[config.mk]
export PLATFORM = sky130hd
export DESIGN_NAME = rld_mul
export DESIGN_NICKNAME = d
export VERILOG_FILES = /design/src/rtl/rld_pkg.sv /design/src/rtl/rld_mul.sv
export SDC_FILE = /design/constraint.sdc
export NUM_CORES = 1
export LEC_CHECK = 0
export ABC_CLOCK_PERIOD_IN_PS = 10600
export BUFFER_PORTS_ARGS = -buffer_cell sky130_fd_sc_hd__buf_2
export CORE_ASPECT_RATIO = 1.5
export CORE_UTILIZATION = 55
export DETAILED_ROUTE_END_ITERATION = 8
export MAX_ROUTING_LAYER = met4
export PLACE_DENSITY = 0.86
export SYNTH_ARGS = -nofsm -noshare
export SYNTH_HDL_FRONTEND = slang
export SYNTH_SLANG_ARGS = --single-unit
[constraint.sdc]
create_clock -name clk -period 10.6 [get_ports clk]
set_input_delay 2.65 -clock clk [delete_from_list [all_inputs] [get_ports clk]]
set_output_delay 2.65 -clock clk [all_outputs]
set_load 0.1 [all_outputs]
[src/rtl/rld_pkg.sv]
// Shared types and constants for the radial lens distortion remap block.
// Holds the fixed field widths, the Q24 polynomial coefficients and the sideband structs.
// Depends on nothing; every other file imports it.
package rld_pkg;

	// Field and internal widths that follow from the fixed port widths.
	localparam int DIM_W   = 13;
	localparam int PIX_X_W = 11;
	localparam int PIX_Y_W = 12;
	localparam int COL_W   = 12;
	localparam int IDX_W   = 2;
	localparam int CW      = 28;
	localparam int WK_W    = 44;
	localparam int SQ_W    = 56;
	localparam int NUM_W   = 57;
	localparam int DD_Q    = 35;
	localparam int DD_W    = 36;
	localparam int DD_INT  = 11;
	localparam int DD_FRAC = 24;
	localparam int C3_W    = 21;
	localparam int A_W     = 32;
	localparam int B_W     = 44;
	localparam int DQ_W    = 56;
	localparam int PSC_W   = CW + DQ_W;
	localparam int OFF_W   = 31;
	localparam int POS_W   = 31;
	localparam int TPOS_W  = 32;

	// Lens center factor 1.1453/4 in Q32 and the polynomial coefficients in Q24.
	localparam logic [30:0]     K_Q32     = 31'd1229756511;
	localparam logic [C3_W-1:0] COEF3_Q24 = 21'd1258291;
	localparam logic [23:0]     COEF2_Q24 = 24'd2097152;
	localparam logic [23:0]     COEF1_Q24 = 24'd5872026;
	localparam logic [DD_W-1:0] DD_SAT    = DD_W'(2048) << DD_FRAC;

	// Scaled offset limit: product plus rounding half above 2^54 saturates.
	localparam logic [PSC_W-1:0] SC_LIM   = (PSC_W'(1) << 54) + (PSC_W'(1) << 23);
	localparam logic [OFF_W-1:0] OFF_SAT  = OFF_W'(1) << 30;

	localparam logic [DIM_W-1:0] W_RESET  = 13'd1280;
	localparam logic [DIM_W-1:0] H_RESET  = 13'd800;

	typedef enum logic [IDX_W-1:0] {
		REG_FRAME_WIDTH  = 2'd0,
		REG_FRAME_HEIGHT = 2'd1
	} reg_idx_t;

	typedef struct packed {
		logic             xneg;
		logic [CW-1:0]    cx;
		logic [DIM_W-1:0] w;
		logic [COL_W-1:0] mirror;
	} xside_t;

	typedef struct packed {
		logic             yneg;
		logic [CW-1:0]    cy;
		logic [DIM_W-1:0] h;
	} yside_t;

	typedef struct packed {
		xside_t        xs;
		yside_t        ys;
		logic [CW-1:0] dxm;
		logic [CW-1:0] dym;
	} geo_t;

	typedef struct packed {
		geo_t g;
		logic sat;
	} ddside_t;

	typedef struct packed {
		geo_t            g;
		logic [DD_W-1:0] dd;
	} polyside_t;

	typedef struct packed {
		logic             zero;
		logic             sat;
		logic [COL_W-1:0] mirror;
	} uside_t;

	typedef struct packed {
		logic zero;
		logic sat;
	} vside_t;

endpackage

[src/rtl/rld_mul.sv]
// Two-stage multiply-add: four registered partial products, then one summing stage.
// Carries a valid bit and a sideband vector alongside. Uses rld_pkg only by convention.
module rld_mul
	import rld_pkg::*;
#(
	parameter int AW = 16,
	parameter int BW = 16,
	parameter int SW = 1
) (
	input  logic             clk,
	input  logic             arst_n,
	input  logic             en,
	input  logic             v_in,
	input  logic [AW-1:0]    a,
	input  logic [BW-1:0]    b,
	input  logic [AW+BW-1:0] c,
	input  logic [SW-1:0]    sb_in,
	output logic             v_out,
	output logic [AW+BW-1:0] p,
	output logic [SW-1:0]    sb_out
);

	localparam int AL = AW / 2;
	localparam int AH = AW - AL;
	localparam int BL = BW / 2;
	localparam int BH = BW - BL;
	localparam int PW = AW + BW;

	logic             v_s1, v_s2;
	logic [AL+BL-1:0] pll_s1;
	logic [AL+BH-1:0] plh_s1;
	logic [AH+BL-1:0] phl_s1;
	logic [AH+BH-1:0] phh_s1;
	logic [PW-1:0]    c_s1, p_s2;
	logic [SW-1:0]    sb_s1, sb_s2;

	// Valid bits move with the data whenever the pipeline advances.
	always_ff @(posedge clk or negedge arst_n) begin
		if (!arst_n) begin
			v_s1 <= 1'b0;
			v_s2 <= 1'b0;
		end else if (en) begin
			v_s1 <= v_in;
			v_s2 <= v_s1;
		end
	end

	// Partial products first, their weighted sum with the addend next.
	always_ff @(posedge clk) begin
		if (en) begin
			pll_s1 <= a[AL-1:0] * b[BL-1:0];
			plh_s1 <= a[AL-1:0] * b[BW-1:BL];
			phl_s1 <= a[AW-1:AL] * b[BL-1:0];
			phh_s1 <= a[AW-1:AL] * b[BW-1:BL];
			c_s1   <= c;
			sb_s1  <= sb_in;
			p_s2   <= PW'(pll_s1) + (PW'(plh_s1) << BL) + (PW'(phl_s1) << AL)
				+ (PW'(phh_s1) << (AL + BL)) + c_s1;
			sb_s2  <= sb_s1;
		end
	end

	assign v_out  = v_s2;
	assign p      = p_s2;
	assign sb_out = sb_s2;

endmodule

==> impl_metrics.csv <==
group,metric,value,unit
status,status,"completed",
routing,ant_nets,0,
routing,vias_per_cell,5.48,
final_layout,final_common_cell,"inv_1",
routing,vias,10400,
floorplanning,die_h,205,µm
routing,drtIter0Drc,414,
worst_hold_path,holdPathEnd,"sb_out$_DFFE_PP_",
worst_setup_path,reg2reg_depth,10,
worst_setup_path,cp.arrival,6.71,ns
timing,hold_viol_final,0,
worst_setup_path,critPathLaunchType,"input pin",
grt,grt_max_degree,84,
synth,yosys_warnings,0,
grt,grt_usage,25.0,%
timing,fmax,0.155,GHz
routing,wire_per_inst,16.7,µm
worst_setup_path,timing.rr.start,"plh_s1[8]$_DFFE_PP_",
final_layout,syn_to_final_growth,9.00,%
grt,grt_most_used_layer,"met2",
synth,synth.ff_latch_count,132,
final_layout,multi_input_area,0.0100,mm²
final_layout,drive_gt1_share,9.03,%
routing,drc,0,
worst_setup_path,cp-end-kind,"register",
synth,synth_edf_count,130,
place,dpl_cell_area,0.0159,mm²
timing,min_period,6.45,ns
timing,rsz0062_at_grt,"no",
floorplanning,die_w,137,µm
floorplanning,dieArea,0.0281,mm²
synth,yosysUniqueCellTypes,52,
worst_setup_path,r2r_slack,6.80,ns
grt,use_met3,3.02,%
cts,htree_levels,4,
grt,met1_usage,26.9,%
worst_setup_path,worstSetupPathType,"input pin to register",
worst_hold_path,min-delay-start,"sb_s1$_DFFE_PP_",
grt,grt_pass1_vias,11300,
timing,finalSetupTns,0,ns
final_layout,fillers,2131,
timing,tightestPinTransition,1.03,ns
job,drv_cap,0,
cts,cts_setup_buffers,0,
cts,hold_buffers,0,
floorplanning,initial_core_util,56.4,%
grt,antenna_found_initial,1,
grt,use_met2,45.2,%
worst_setup_path,path_max_fanout,16,
synth,netlist_instances,1456,
timing,setup_viol,0,
worst_hold_path,holdCritPathClass,"register to register",
routing,first_pass_iters,5,
synth,async_reset_ff_share,1.52,%
final_layout,most-common-layout-cells,"263 x inv_1, 220 x and2_1, 202 x ha_1, 177 x fa_1, 130 x edfxtp_1",
floorplanning,io_pins,103,
cts,cts_resized,0,
final_layout,seq_area,0.00395,mm²
cts,insertion_delay,0.44,ns
synth,syn_nets,1904,
place,pre_cts_ws,3.71,ns
timing,slew_headroom,31.4,%
cts,cts_buffer_depth,2,
synth,netlist_area,0.0151,mm²
timing,fin_skew,0.00871,ns
worst_hold_path,whs_path_depth,0,
grt,grt-ovfl-total,0,
worst_setup_path,worstPathRequired,10.87,ns
place,dp_hpwl,25.3,mm
worst_setup_path,r2r-end,"p[28]$_DFFE_PP_",
cts,root_buffer,"clkbuf_16",
cts,cts_tree,"built",
cts,cts_num_sinks,132,
place,place_congestion,0.875,
routing,routed_wl,31.6,mm
final_layout,fin_nets,1985,
grt,grt_pass1_wl,52.4,mm
place,port-buffer-count,102,
synth,synth_seq_area_share,26.2,%
timing,drv_slew,0,
cts,clk_pin_slew,0.06,ns
synth,dominantRegCellSynth,"edfxtp_1",
floorplanning,row_count,73,
floorplanning,core,0.0268,mm²
cts,cts_made_buffers,17,
final_layout,stdcell_area,0.0165,mm²
timing,layout_setup_ws,4.15,ns
timing,post-route-period-util,60.8,%
synth,syn-mean-instance-area,10.4,µm²
[area by class of cell]
cell class                 count  area share (%)
multi-input combinational   1020            60.8
sequential                   132            24.0
inverter                     263            6.00
timing repair buffer         103            3.16
clock buffer                  18            2.61
tap                          337            2.56
clock inverter                14           0.844
antenna                        1          0.0152
[worst max-delay path, stage by stage]
cell and delay, ns:
buf_2 0.20, and2_1 0.22, fa_1 0.46, fa_1 0.55, inv_1 0.05, fa_1 0.46, fa_1 0.54, inv_1 0.04
ha_1 0.32, o21a_1 0.14, o21a_1 0.19, o31a_1 0.27, o21ai_0 0.35, nor2_1 0.10, a211oi_1 0.17
[per-stage QoR]
step                      util (%)  hold slack, ns  std cells
after floorplan                  -           0.400       1456
after global placement        59.3           0.401       1855
after detailed placement      59.3           0.410       1855
after CTS                     61.5           0.428       1887
after global routing          61.5           0.429       1888
final                         61.5           0.429       1888
[per-layer routing]
metal | vias up | routed length [µm] | part of all wire, %
li1 | 4920 | - | -
met1 | 5091 | 12300 | 39
met2 | 251 | 17100 | 54
met3 | 89 | 1160 | 3.7
met4 | 0 | 1030 | 3.3
met5 | - | 0 | 0
[sequential cells by signal (all words and copies together), names as in the netlist]
signal / count
sb_s1: 1
c_s1: 32
phl_s1: 16
sb_out: 1
pll_s1: 16
phh_s1: 16
v_out: 1
v_s1: 1
p: 32
plh_s1: 16
[kinds of logic after synthesis]
group                    after synthesis  synth area share, %
AND/OR/NAND/NOR                      402                 14.5
adder cells (fa/ha/maj)              379                 40.2
buffers and inverters                304                 7.56
AO/OA/AOI/OAI                        172                 7.56
flip-flops                           132                 26.2
XOR/XNOR                              64                 3.71
multiplexers                           3                0.216
[synthesized netlist by cell type (2+ instances only)]
library cell	n	area, µm²
a2111oi_0	2	17.5
a211oi_1	8	60.1
a21o_1	29	218
a21oi_1	41	205
a311oi_1	2	17.5
a31o_2	3	26.3
a31oi_1	6	37.5
a41oi_1	3	26.3
and2_1	220	1380
clkbuf_1	41	154
dfrtp_1	2	50.1
edfxtp_1	130	3900
fa_1	177	3540
ha_1	202	2530
inv_1	263	987
mux2_2	2	22.5
nand2_1	75	282
nand3_1	13	65.1
nand3b_1	2	15.0
nand4_1	9	56.3
nor2_1	44	165
nor2b_1	5	31.3
nor3_1	20	100
o21a_1	15	113
o21ai_0	35	175
o21bai_1	8	60.1
o221ai_1	2	17.5
o311ai_0	4	35.0
o31a_1	3	26.3
o31ai_1	2	15.0
or4_1	5	37.5
xnor2_1	37	324
xor2_1	27	236
[worst max-delay path by stage]
stage | startpoint | to | cells after the start
floorplan | b[15] | phh_s1[15]$_DFFE_PP_ | 15
global placement | b[10] | plh_s1[12]$_DFFE_PP_ | 15
detailed placement | b[10] | plh_s1[15]$_DFFE_PP_ | 15
CTS | b[10] | plh_s1[15]$_DFFE_PP_ | 15
global route | b[10] | plh_s1[15]$_DFFE_PP_ | 15
finish | a[9] | phh_s1[15]$_DFFE_PP_ | 15
Power is left out: the tool's default activity adds up to more than one toggle a clock period on the data nets, which glitch-free logic cannot reach.
