===== src/rtl/rld_pkg.sv =====
// Shared types and constants for the radial lens distortion remap block.
// Holds the fixed field widths, the Q24 polynomial coefficients and the sideband structs.
// Depends on nothing; every other file imports it.
package rld_pkg;

	// Field and internal widths that follow from the fixed port widths.
	localparam int DIM_W   = 13;
	localparam int PIX_X_W = 11;
	localparam int PIX_Y_W = 12;
	localparam int COL_W   = 12;
	localparam int IDX_W   = 2;
	localparam int CW      = 28;
	localparam int WK_W    = 44;
	localparam int SQ_W    = 56;
	localparam int NUM_W   = 57;
	localparam int DD_Q    = 35;
	localparam int DD_W    = 36;
	localparam int DD_INT  = 11;
	localparam int DD_FRAC = 24;
	localparam int C3_W    = 21;
	localparam int A_W     = 32;
	localparam int B_W     = 44;
	localparam int DQ_W    = 56;
	localparam int PSC_W   = CW + DQ_W;
	localparam int OFF_W   = 31;
	localparam int POS_W   = 31;
	localparam int TPOS_W  = 32;

	// Lens center factor 1.1453/4 in Q32 and the polynomial coefficients in Q24.
	localparam logic [30:0]     K_Q32     = 31'd1229756511;
	localparam logic [C3_W-1:0] COEF3_Q24 = 21'd1258291;
	localparam logic [23:0]     COEF2_Q24 = 24'd2097152;
	localparam logic [23:0]     COEF1_Q24 = 24'd5872026;
	localparam logic [DD_W-1:0] DD_SAT    = DD_W'(2048) << DD_FRAC;

	// Scaled offset limit: product plus rounding half above 2^54 saturates.
	localparam logic [PSC_W-1:0] SC_LIM   = (PSC_W'(1) << 54) + (PSC_W'(1) << 23);
	localparam logic [OFF_W-1:0] OFF_SAT  = OFF_W'(1) << 30;

	localparam logic [DIM_W-1:0] W_RESET  = 13'd1280;
	localparam logic [DIM_W-1:0] H_RESET  = 13'd800;

	typedef enum logic [IDX_W-1:0] {
		REG_FRAME_WIDTH  = 2'd0,
		REG_FRAME_HEIGHT = 2'd1
	} reg_idx_t;

	typedef struct packed {
		logic             xneg;
		logic [CW-1:0]    cx;
		logic [DIM_W-1:0] w;
		logic [COL_W-1:0] mirror;
	} xside_t;

	typedef struct packed {
		logic             yneg;
		logic [CW-1:0]    cy;
		logic [DIM_W-1:0] h;
	} yside_t;

	typedef struct packed {
		xside_t        xs;
		yside_t        ys;
		logic [CW-1:0] dxm;
		logic [CW-1:0] dym;
	} geo_t;

	typedef struct packed {
		geo_t g;
		logic sat;
	} ddside_t;

	typedef struct packed {
		geo_t            g;
		logic [DD_W-1:0] dd;
	} polyside_t;

	typedef struct packed {
		logic             zero;
		logic             sat;
		logic [COL_W-1:0] mirror;
	} uside_t;

	typedef struct packed {
		logic zero;
		logic sat;
	} vside_t;

endpackage


===== src/rtl/rld_div.sv =====
// Pipelined restoring divider: one quotient bit per register stage.
// The caller supplies the starting remainder and the dividend bits still to be fed.
module rld_div
	import rld_pkg::*;
#(
	parameter int DW = 16,
	parameter int QN = 8,
	parameter int SW = 1
) (
	input  logic          clk,
	input  logic          arst_n,
	input  logic          en,
	input  logic          v_in,
	input  logic [DW-1:0] r_in,
	input  logic [QN-1:0] fb_in,
	input  logic [DW-1:0] d_in,
	input  logic [SW-1:0] sb_in,
	output logic          v_out,
	output logic [QN-1:0] q_out,
	output logic [SW-1:0] sb_out
);

	logic          v_s   [QN];
	logic [QN-1:0] quo_s [QN];
	logic [SW-1:0] sb_s  [QN];
	logic [DW-1:0] rem_s [QN-1];
	logic [DW-1:0] den_s [QN-1];
	logic [QN-1:0] fb_s  [QN-1];

	for (genvar k = 0; k < QN; k++) begin : g_step
		logic [DW-1:0] rem_i, den_i;
		logic [QN-1:0] quo_i, fb_i;
		logic [SW-1:0] sb_i;
		logic          v_i;
		logic [DW:0]   trial;
		logic          take;

		// Stage inputs come from the ports or from the stage before.
		if (k == 0) begin : g_first
			assign rem_i = r_in;
			assign den_i = d_in;
			assign quo_i = '0;
			assign fb_i  = fb_in;
			assign sb_i  = sb_in;
			assign v_i   = v_in;
		end else begin : g_next
			assign rem_i = rem_s[k-1];
			assign den_i = den_s[k-1];
			assign quo_i = quo_s[k-1];
			assign fb_i  = fb_s[k-1];
			assign sb_i  = sb_s[k-1];
			assign v_i   = v_s[k-1];
		end

		// Shift in the next dividend bit and subtract the divisor if it fits.
		assign trial = {rem_i, fb_i[QN-1]};
		assign take  = (trial >= {1'b0, den_i});

		always_ff @(posedge clk or negedge arst_n) begin
			if (!arst_n) begin
				v_s[k] <= 1'b0;
			end else if (en) begin
				v_s[k] <= v_i;
			end
		end

		always_ff @(posedge clk) begin
			if (en) begin
				quo_s[k] <= {quo_i[QN-2:0], take};
				sb_s[k]  <= sb_i;
			end
		end

		// The last stage keeps only the quotient.
		if (k < QN - 1) begin : g_carry
			always_ff @(posedge clk) begin
				if (en) begin
					rem_s[k] <= take ? DW'(trial - {1'b0, den_i}) : trial[DW-1:0];
					den_s[k] <= den_i;
					fb_s[k]  <= fb_i << 1;
				end
			end
		end
	end

	assign v_out  = v_s[QN-1];
	assign q_out  = quo_s[QN-1];
	assign sb_out = sb_s[QN-1];

endmodule


===== config.mk =====
export PLATFORM = sky130hd
export DESIGN_NAME = rld_div
export DESIGN_NICKNAME = d
export VERILOG_FILES = /design/src/rtl/rld_pkg.sv /design/src/rtl/rld_div.sv
export SDC_FILE = /design/constraint.sdc
export NUM_CORES = 1
export LEC_CHECK = 0
export ABC_AREA = 1
export BUFFER_PORTS_ARGS = -buffer_cell sky130_fd_sc_hd__buf_2
export CAP_MARGIN = 30
export CORE_MARGIN = 10
export CORE_UTILIZATION = 63
export DETAILED_ROUTE_END_ITERATION = 16
export PLACE_DENSITY_LB_ADDON = 0.25
export SYNTH_ARGS = -nofsm -noshare
export SYNTH_HDL_FRONTEND = slang
export SYNTH_SLANG_ARGS = --single-unit

===== constraint.sdc =====
create_clock -name clk -period 5.5 [get_ports clk]
set_input_delay 0.55 -clock clk [delete_from_list [all_inputs] [get_ports clk]]
set_output_delay 0.55 -clock clk [all_outputs]
set_load 0.02 [all_outputs]

==> results.py <==
metrics = {
    "yosys": {
        "synth_top_cell_area_share_pct": 46.14,
        "async_flop_share_pct": 2.632,
        "synthDistinctLibCells": 38,
        "synthCells": 2355,
        "synth_nets": 2535,
        "ys.flop_type": "edfxtp_1",
        "ys_ff_latch": 304,
        "synth.top_cells.by_area": "edfxtp_1, nand2_1, inv_1",
        "synth_sequential_area_ratio_pct": 47.18,
        "avgSynthCellArea_um2": 8.180,
        "yosysWarnings": 0,
        "synth_edf_count": 296,
        "synth_area_um2": 19260,
        "yosysTopAreaCell": "edfxtp_1",
    },
    "worst_setup_path": {
        "crit_path_top_delay_cell": "edfxtp_1",
        "start_kind": "register",
        "path_cells": "inv_1 -> ha_1 -> nand2_1 -> inv_1 -> nand2_1 -> nor2_2 -> nand3b_1 -> nand2_2 -> nor2_4 -> nand2_4 -> nand2_1 -> nand2_1",
        "crit_path_max_fanout": 17,
        "crit_buf_inv": 2,
        "crit_path_max_incr_delay_ns": 0.43,
        "crit_family": "simple AND/OR/NAND/NOR gates",
        "crit_required_ns": 5.79,
        "critPathKind": "reg -> reg",
        "cp-end-kind": "register",
        "critical_path_arrival_ns": 2.90,
        "cpMostUsedCell": "nand2_1",
    },
    "routing": {
        "wl_per_cell_um": 16.81,
        "via_count": 15150,
        "vias_per_cell": 5.346,
        "drt_first_pass_iters": 6,
        "drt_wl_total_um": 47630,
        "postRouteAntennaNets": 0,
        "drc": 0,
        "drt_iter0_drc": 1120,
    },
    "sta": {
        "maxSlewViolCount": 0,
        "slew_headroom_pct": 35.96,
        "grt_setup_unrepaired": "no",
        "setup-violations-final": 0,
        "setup_tns_ns": 0,
        "fmax_mhz": 382.6,
        "fin_crit_sh_pct": 47.53,
        "finClkSkew_ns": 0.01130,
        "worst_hold_slack_ns": 0.1698,
        "tightest_slew_ns": 0.9606,
        "fin_crit_ns": 2.614,
        "hold_viol": 0,
    },
    "clocking": {
        "cts.sinks": 304,
        "htreeDepth": 1,
        "clockBufferDepth": 3,
        "clk-insertion-delay-late_ns": 0.56,
        "cts_root_buf": "clkbuf_16",
        "path_clk_slew_ns": 0.06,
        "cts_buffers": 31,
        "cts_tree": "built",
    },
    "floorplanning": {
        "fp.coreArea_um2": 29870,
        "rows": 63,
        "dieWidth_um": 194.9,
        "io_pins": 55,
        "start_util_pct": 64.48,
        "fp.dieH_um": 194.9,
        "die_area_um2": 37970,
    },
    "job": {
        "drv_cap": 0,
    },
    "finish": {
        "fin_nets": 2601,
        "area_growth_syn_to_layout_pct": 9.054,
        "nFillCells": 2379,
        "diodes": 0,
        "register_area_um2": 9089,
        "multi_input_area_um2": 8200,
        "layout-drive-gt1-share_pct": 7.406,
    },
    "global_routing": {
        "grt_overflow": 0,
        "grt_antenna_before_repair": 0,
        "grt_max_degree": 131,
        "grt_util_all_layers_pct": 24.61,
        "grt_pass1_wl_um": 76430,
        "grt_pass1_vias": 15134,
    },
    "placement": {
        "hpwl_um": 37050,
        "port_buffers": 54,
        "gp_congestion": 0.9356,
    },
    "power": {
        "ir_worst_vdd_mv": 0.2835,
        "p_per_area_nw_per_um2": 463.9,
        "leakagePower_nw": 10.92,
    },
    "run_status": {
        "status": "finished clean",
    },
    "worst_hold_path": {
        "min-delay-path-class": "in -> reg",
    },
}
==> final cells by class <==
cell class / count / share of cell area, %
multi-input cells: 1555 / 39.04
flip-flops and latches: 304 / 43.26
clock buffers: 33 / 3.824
clock inverters: 23 / 1.608
well taps: 390 / 2.323
inverters: 472 / 8.434
repair buffers: 57 / 1.513
==> sequential cells by signal, summed over array words and instances, names as in the netlist <==
name,flops
sb_s,8
g_step.v_i,7
quo_s,36
den_s,112
fb_s,28
rem_s,112
v_out,1
==> cells in the mapped netlist, drive strengths merged (7+ instances only) <==
| cell type | number |
|---|---|
| and2 | 8 |
| nand2 | 897 |
| xor2 | 33 |
| a21oi | 69 |
| nor3 | 20 |
| nor2 | 104 |
| buf | 22 |
| inv | 472 |
| fa | 7 |
| nand4 | 39 |
| edfxtp | 296 |
| xnor2 | 9 |
| dfrtp | 8 |
| ha | 128 |
| nand3 | 195 |
| nand3b | 15 |
| o21ai | 8 |
==> metal layers <==
layer,vias to the layer above,global-route usage (%),part of all wire [%]
li1,7622,-,-
met1,6942,26.92,38
met2,449,45.82,52
met3,137,3.115,4.3
met4,0,12.12,5.4
met5,-,0,0
==> placed cells by master (no fill, tap or decap), types with 31 or more instances in the layout <==
cell type    n
buf_2       53
nand2_1    871
inv_1      466
nor2_1      84
ha_1       128
nand4_1     39
clkbuf_16   31
edfxtp_1   296
xor2_1      33
a21oi_1     69
nand3_1    182
==> power breakdown <==
| part | total (mW) | switching (mW) | leakage (nW) | internal [mW] |
|---|---|---|---|---|
| clock | 2.31 | 0.873 | 0.552 | 1.43 |
| combinational | 3.96 | 2.62 | 7.37 | 1.33 |
| sequential | 3.49 | 0.301 | 3.00 | 3.18 |
==> what timing repair did <==
item | 4_1_cts | 5_1_grt
setup buffers | 0 | 0
endpoints found under the hold margin | 8 | 0
resized for setup | 0 | 0
hold buffers | 1 | 0
setup endpoints to repair | 0 | 0
==> logic make-up after synthesis <==
family | share of synthesized area, %
and+or+nand+nor | 28.88
AOI/OAI and AO/OA | 2.624
xor gates and xnor gates | 1.910
DFF | 47.18
buffers and inverters | 10.25
adders and majority gates | 9.041
muxes | 0.1169
==> metrics by stage <==
step           util, %  total power, mW  cell area, um2  std cells  setup WS (ns)
2_1_floorplan        -            6.388           19260       2355          3.440
3_3_place_gp     66.47            7.275           19860       2777          2.919
3_5_place_dp     66.47            7.385           19860       2777          2.881
4_1_cts          70.32            9.724           21010       2834          2.923
5_1_grt          70.32            10.44           21010       2834          2.764
6_report         70.32            9.746           21010       2834          2.886
==> path summary, 6_finish.rpt <==
kind / startpoint / endpoint / depth (start not counted) / slack (ns)
setup / recovery: den_s[1][10]$_DFFE_PP_ / rem_s[2][9]$_DFFE_PP_ / 12 / 2.89
hold / removal: sb_in / sb_s[0][0]$_DFFE_PP_ / 1 / 0.17
setup reg to reg: den_s[1][10]$_DFFE_PP_ / rem_s[2][9]$_DFFE_PP_ / 12 / 2.89
hold reg to reg: quo_s[0][18]$_DFFE_PP_ / quo_s[0][27]$_DFFE_PP_ / 0 / 0.42
max in group asynchronous: arst_n / g_step[2].v_i$_DFFE_PN0P_ / 2 / 4.96
min in group asynchronous: arst_n / g_step[3].v_i$_DFFE_PN0P_ / 2 / 0.38
(Power assumes the default switching activity.)
